--- src/rtl/array_trie_insert_search_defines.svh ---
// ----------------------------------------------------------------------------
// Trie assertion macros
// Shared concurrent assertion forms, clocked on i_clk, off during reset.
// ----------------------------------------------------------------------------
`ifndef ARRAY_TRIE_INSERT_SEARCH_DEFINES_SVH
`define ARRAY_TRIE_INSERT_SEARCH_DEFINES_SVH

// same-cycle implication
`define ATI_ASSERT_IMP(lbl, ante, cons) \
    lbl: assert property (@(posedge i_clk) disable iff (!i_rst_n) (ante) |-> (cons)) \
        else $error("trie assertion failed");

// next-cycle implication
`define ATI_ASSERT_NEXT(lbl, ante, cons) \
    lbl: assert property (@(posedge i_clk) disable iff (!i_rst_n) (ante) |=> (cons)) \
        else $error("trie assertion failed");

`endif

--- src/rtl/ati_pkg.sv ---
// ----------------------------------------------------------------------------
// Trie package
// Default sizes, field widths, command codes and the memory control struct.
// ----------------------------------------------------------------------------
package ati_pkg;

    localparam int NODE_COUNT_DEF = 1024;
    localparam int ALPHABET_DEF   = 26;

    localparam int LETTER_W     = 5;
    localparam int LETTER_CMP_W = 7;

    localparam logic CMD_INSERT = 1'b0;
    localparam logic CMD_SEARCH = 1'b1;

    typedef struct packed {
        logic rd_en;
        logic wr_en;
    } t_ram_ctl;

endpackage

--- src/rtl/ati_walk.sv ---
// ----------------------------------------------------------------------------
// Trie walk controller
// Holds the cursor, the free-node counter and the word flags; reads one edge
// per letter, then allocates, marks or follows it; an insert writes back a new or marked edge.
// ----------------------------------------------------------------------------
module ati_walk #(
    parameter int NODE_COUNT = ati_pkg::NODE_COUNT_DEF,
    parameter int ALPHABET   = ati_pkg::ALPHABET_DEF
) (
    input  logic                                          i_clk,
    input  logic                                          i_rst_n,
    input  logic                                          i_clear_busy,
    input  logic                                          i_start,
    output logic                                          o_busy,
    input  logic                                          i_command,
    input  logic [ati_pkg::LETTER_W-1:0]                  i_letter,
    input  logic                                          i_last_letter,
    output ati_pkg::t_ram_ctl                             o_ctl,
    output logic [$clog2(NODE_COUNT*ALPHABET)-1:0]        o_rd_addr,
    output logic [$clog2(NODE_COUNT*ALPHABET)-1:0]        o_wr_addr,
    output logic [$clog2(NODE_COUNT):0]                   o_wr_data,
    input  logic [$clog2(NODE_COUNT):0]                   i_rd_data,
    output logic                                          o_valid,
    output logic                                          o_found,
    output logic                                          o_table_full
);

    localparam int NODE_W = $clog2(NODE_COUNT);
    localparam int FREE_W = $clog2(NODE_COUNT + 1);
    localparam int CELLS  = NODE_COUNT * ALPHABET;
    localparam int ADDR_W = $clog2(CELLS);

    localparam logic ST_IDLE = 1'b0;
    localparam logic ST_WALK = 1'b1;

    logic              r_state,     n_state;
    logic [NODE_W-1:0] r_cursor,    n_cursor;
    logic [FREE_W-1:0] r_next_free, n_next_free;
    logic              r_on_path,   n_on_path;
    logic              r_exhausted, n_exhausted;
    logic              r_cmd,       n_cmd;
    logic              r_last,      n_last;
    logic              r_hit,       n_hit;
    logic [ADDR_W-1:0] r_addr,      n_addr;
    logic              r_valid,     n_valid;
    logic              r_found,     n_found;
    logic              r_full,      n_full;

    logic              take;
    logic              in_range;
    logic              rd_en;
    logic              wr_en;
    logic [NODE_W-1:0] rd_child;
    logic              rd_end;
    logic [NODE_W-1:0] new_child;
    logic              ins_ok;
    logic              srch_found;
    logic              word_full;

    assign o_busy   = i_clear_busy | (r_state == ST_WALK);
    assign take     = i_start & ~o_busy;
    assign in_range = ati_pkg::LETTER_CMP_W'(i_letter) < ati_pkg::LETTER_CMP_W'(ALPHABET);

    assign o_rd_addr = ADDR_W'(r_cursor) * ADDR_W'(ALPHABET) + ADDR_W'(i_letter);
    assign rd_en     = take & r_on_path & in_range;
    assign o_wr_addr = r_addr;
    assign o_ctl     = '{rd_en: rd_en, wr_en: wr_en};

    assign rd_child = i_rd_data[NODE_W-1:0];
    assign rd_end   = i_rd_data[NODE_W];

    always_comb begin
        n_state     = r_state;
        n_cursor    = r_cursor;
        n_next_free = r_next_free;
        n_on_path   = r_on_path;
        n_exhausted = r_exhausted;
        n_cmd       = r_cmd;
        n_last      = r_last;
        n_hit       = r_hit;
        n_addr      = r_addr;
        n_valid     = 1'b0;
        n_found     = r_found;
        n_full      = r_full;
        new_child   = rd_child;
        ins_ok      = 1'b0;
        srch_found  = 1'b0;
        word_full   = r_exhausted;
        wr_en       = 1'b0;
        o_wr_data   = {rd_end | r_last, rd_child};
        unique case (r_state)
            ST_IDLE: begin
                if (take) begin
                    n_state = ST_WALK;
                    n_cmd   = i_command;
                    n_last  = i_last_letter;
                    n_hit   = rd_en;
                    n_addr  = o_rd_addr;
                end
            end
            ST_WALK: begin
                n_state = ST_IDLE;
                if (!r_hit) begin
                    n_on_path = 1'b0;
                end else if (r_cmd == ati_pkg::CMD_INSERT) begin
                    ins_ok = 1'b1;
                    if (rd_child == '0) begin
                        if (r_next_free < FREE_W'(NODE_COUNT)) begin
                            new_child   = r_next_free[NODE_W-1:0];
                            n_next_free = r_next_free + FREE_W'(1);
                        end else begin
                            ins_ok      = 1'b0;
                            n_on_path   = 1'b0;
                            n_exhausted = 1'b1;
                            word_full   = 1'b1;
                        end
                    end
                    if (ins_ok) begin
                        wr_en     = (rd_child == '0) | r_last;
                        o_wr_data = {rd_end | r_last, new_child};
                        n_cursor  = new_child;
                    end
                end else begin
                    if (r_last) begin
                        srch_found = rd_end;
                    end else if (rd_child == '0) begin
                        n_on_path = 1'b0;
                    end else begin
                        n_cursor = rd_child;
                    end
                end
                if (r_last) begin
                    n_valid     = 1'b1;
                    n_found     = (r_cmd == ati_pkg::CMD_SEARCH) & srch_found;
                    n_full      = (r_cmd == ati_pkg::CMD_INSERT) & word_full;
                    n_cursor    = '0;
                    n_on_path   = 1'b1;
                    n_exhausted = 1'b0;
                end
            end
        endcase
    end

    always_ff @(posedge i_clk) begin
        if (!i_rst_n) begin
            r_state     <= ST_IDLE;
            r_cursor    <= '0;
            r_next_free <= FREE_W'(1);
            r_on_path   <= 1'b1;
            r_exhausted <= 1'b0;
            r_valid     <= 1'b0;
        end else begin
            r_state     <= n_state;
            r_cursor    <= n_cursor;
            r_next_free <= n_next_free;
            r_on_path   <= n_on_path;
            r_exhausted <= n_exhausted;
            r_valid     <= n_valid;
        end
    end

    always_ff @(posedge i_clk) begin
        r_cmd   <= n_cmd;
        r_last  <= n_last;
        r_hit   <= n_hit;
        r_addr  <= n_addr;
        r_found <= n_found;
        r_full  <= n_full;
    end

    assign o_valid      = r_valid;
    assign o_found      = r_found;
    assign o_table_full = r_full;

endmodule

--- config.mk ---
export PLATFORM = sky130hd
export DESIGN_NAME = ati_walk
export DESIGN_NICKNAME = d
export VERILOG_FILES = /design/src/rtl/array_trie_insert_search_defines.svh /design/src/rtl/ati_pkg.sv /design/src/rtl/ati_walk.sv
export SDC_FILE = /design/constraint.sdc
export NUM_CORES = 1
export LEC_CHECK = 0
export ABC_AREA = 1
export BUFFER_PORTS_ARGS = -buffer_cell sky130_fd_sc_hd__buf_4
export CORE_MARGIN = 1
export CORE_UTILIZATION = 50
export CTS_CLUSTER_DIAMETER = 60
export DETAILED_ROUTE_END_ITERATION = 8
export PLACE_DENSITY = 0.73
export SYNTH_ARGS = -nofsm -noshare
export SYNTH_HDL_FRONTEND = slang
export SYNTH_SLANG_ARGS = --single-unit
--- constraint.sdc ---
create_clock -name i_clk -period 3.78 [get_ports i_clk]
set_input_delay 0.756 -clock i_clk [delete_from_list [all_inputs] [get_ports i_clk]]
set_output_delay 0.756 -clock i_clk [all_outputs]
set_load 0.1 [all_outputs]
==> flow_metrics.env <==
export IMPL_maxCapViolCount=0
export IMPL_crit_fanout=6
export IMPL_cpPeakStageDelay_ns=0.51
export IMPL_initial_utilization_pct=52.2
export IMPL_outcome="complete, but fails checks"
export IMPL_final_common_cell="nand2_1"
export IMPL_holdWs_ns=0.482
export IMPL_worstMarginPinSlew_ns=0.682
export IMPL_grtUsageTotal_pct=24.5
export IMPL_final_cell_mix="110 x nand2_1, 88 x buf_4, 84 x inv_1"
export IMPL_netlist_instances=490
export IMPL_slew_headroom_pct=54.5
export IMPL_dpl_hpwl_um=6640
export IMPL_synth_area_sq_mm=0.00357
export IMPL_cp_required_ns=3.02
export IMPL_synth_compound_area_share_pct=8.00
export IMPL_cp_slowest_cell="fa_1"
export IMPL_place_inst=658
export IMPL_synth_xor_area_share_pct=4.63
export IMPL_ios=69
export IMPL_root_buffer="clkbuf_8"
export IMPL_place_congestion=0.890
export IMPL_ir_worst_vdd_uv=245
export IMPL_yosys_register_bits=45
export IMPL_crit_arrival_ns=3.05
export IMPL_crit_path_end_kind="output port"
export IMPL_failed_checks="setup timing"
export IMPL_vias=3489
export IMPL_reg2reg_to="o_wr_addr[14]$_DFFE_PP_"
export IMPL_layout_drive_gt1_share_pct=32.9
export IMPL_crit_buf_inv=4
export IMPL_syn_nets=549
export IMPL_timing_final_crit_share_pct=101
export IMPL_dr_pass1_iters=4
export IMPL_hold_depth=2
export IMPL_ys_seq_area_share_pct=30.9
export IMPL_yosys_warnings=0
export IMPL_cts_buffers=5
export IMPL_rsz0062_at_grt="true"
export IMPL_drv_slew=0
export IMPL_crit_path_start_kind="register"
export IMPL_startpoint="r_cursor[3]$_SDFFE_PN0P_"
export IMPL_timing_fmax_mhz=262
export IMPL_cts_tree="done"
export IMPL_crit_type="register to output port"
export IMPL_fp_row_count=30
export IMPL_power_mw=1.31
export IMPL_vias_per_cell=5.15
export IMPL_insertion_delay_ns=0.30
export IMPL_instances_no_fill=677
export IMPL_htreeDepth=2
export IMPL_crit_chain="ha_4 > inv_2 > fa_1 > inv_2 > ha_4 > xor2_2 > nand2_2 > inv_2 > nand2_2 > nor2_4 > nand2_2 > nor2_4 > nand4_1 > nand2_4 > buf_12"
export IMPL_synthAdderAreaFrac_pct=14.7
export IMPL_seqCellArea_sq_mm=0.00112
export IMPL_hp_start="r_on_path$_SDFFE_PN1P_"
export IMPL_grt_pass1_wl_um=14500
export IMPL_drtIter0Drc=174
export IMPL_synth_top_family_by_area="simple AND/OR/NAND/NOR gates"
export IMPL_hold_viol_final=0
export IMPL_clkTransAtPathRegs_ns=0.10
export IMPL_antenna_found_initial=0
export IMPL_fin_setup_tns_ns=-0.0767
export IMPL_cts_num_sinks=45
export IMPL_grt_start_max_net_pins=21
export IMPL_largest_reg_flops=15
export IMPL_r2r_slack_ns=0.97
export IMPL_core_area_sq_mm=0.00683
export IMPL_wl_um=9240
export IMPL_nFillCells=533
export IMPL_skew_ns=0.00646
export IMPL_r2r_cells=14
export IMPL_timing_final_ws_setup_ns=-0.0300
export IMPL_die_area_sq_mm=0.00747
export IMPL_synthDistinctLibCells=36
export IMPL_nets=639
export IMPL_layout_min_cycle_time_ns=3.81
export IMPL_die_w_um=86.5
export IMPL_wire_per_inst_um=13.7
export IMPL_syn2layout_area_growth_pct=38.1
export IMPL_diodes=0
export IMPL_fp_dieH_um=86.5
export IMPL_postRouteAntennaNets=0
export IMPL_r2r_start="r_cursor[3]$_SDFFE_PN0P_"
export IMPL_io_buffers=68
export IMPL_overflow=0
export IMPL_cts_buffer_depth=2
export IMPL_synthMuxAreaShare_pct=0
export IMPL_powerDensity_mw_per_mm2=265
export IMPL_path_delay_family="adder cells"
export IMPL_multi_input_area_sq_mm=0.00240
export IMPL_hold_class="register to register"
export IMPL_setup_violations_final=4
export IMPL_grt_pass1_vias=3187
export IMPL_power_leakage_nw=2.32
export IMPL_yosys_area_share_simple_pct=29.9
export IMPL_avgSynthCellArea_sq_um=7.28
export IMPL_whs_endpoint="r_on_path$_SDFFE_PN1P_"
export IMPL_drc_errors=0
## worst register-to-register path, cell delays in order (launching register included)
cell and delay [ns]:
dfxtp_2 0.38, ha_4 0.27, inv_2 0.03, fa_1 0.51, inv_2 0.05, ha_4 0.30, nand3_1 0.10, nand3_2 0.12
xor2_2 0.17, buf_4 0.15, nand2_1 0.06, nor2_2 0.14, nand4_1 0.11, nand2_1 0.09, nand2_2 0.08
## what timing repair did
| action | in CTS | in global routing |
|---|---|---|
| setup endpoints to repair | 8 | 9 |
| hold buffers | 0 | 0 |
| resized for setup | 43 | 46 |
| pin swaps | 12 | 22 |
| setup buffers | 6 | 5 |
## worst max-delay path by stage
| stage | to | slack (ns) | cells past startpoint |
|---|---|---|---|
| floorplan | o_rd_addr[10] | -0.40 | 11 |
| global placement | o_rd_addr[13] | 0.11 | 15 |
| detailed placement | o_rd_addr[12] | -0.02 | 13 |
| CTS | o_rd_addr[13] | -0.02 | 13 |
| global route | o_rd_addr[14] | -0.22 | 16 |
| finish | o_rd_addr[12] | -0.03 | 15 |
## final cells by class
cell class / count / share of cell area (%)
Multi-Input combinational cell: 338 / 48.7
Tap cell: 96 / 2.44
Clock buffer: 6 / 1.91
Timing Repair Buffer: 96 / 16.4
Clock inverter: 2 / 0.787
Sequential cell: 45 / 22.7
Inverter: 94 / 7.16
## per-stage QoR
step,area [sq um],util [%],setup WS (ns)
detailed placement,4350,63.7,-0.0218
global route,4930,72.1,-0.219
CTS,4730,69.3,-0.0151
global placement,4350,63.7,0.109
floorplan,3670,-,-0.402
finish,4930,72.1,-0.0300
## synth_stat cells, drive strengths merged
cell | count | area, sq um
a31oi | 2 | 12.5
ha | 29 | 363
clkbuf | 5 | 18.8
xnor2 | 3 | 26.3
edfxtp | 20 | 601
nand4 | 21 | 138
nor2 | 32 | 159
o21ai | 16 | 80.1
nand2 | 133 | 502
o211ai | 1 | 7.51
inv | 94 | 353
fa | 8 | 160
and2 | 1 | 6.26
o21bai | 2 | 15.0
nand3b | 3 | 22.5
and3 | 1 | 6.26
buf | 8 | 55.1
nand3 | 25 | 148
a21oi | 34 | 170
nor3 | 11 | 77.6
xor2 | 15 | 139
dfxtp | 25 | 500
nor4 | 1 | 6.26
## power by group
group | switching [mW] | internal [mW] | total [mW]
combinational | 0.260 | 0.0925 | 0.352
sequential | 0.00974 | 0.519 | 0.528
clock | 0.185 | 0.240 | 0.425
## per-layer routing
metal	vias up	track usage (%)	wire, um
li1	1745	-	-
met1	1592	34.4	4260
met2	139	40.0	4320
met3	13	3.52	540
met4	0	6.21	131
met5	-	0	0
## cell families (layout without fill, tap and decap cells)
logic type / count (synthesis) / after routing
flops: 45 / 45
compound gates: 55 / 55
buf+inv: 107 / 198
fa+ha+maj: 37 / 37
xor+xnor: 18 / 18
simple gates: 228 / 228
No activity file was read; power rests on OpenSTA's default activity.
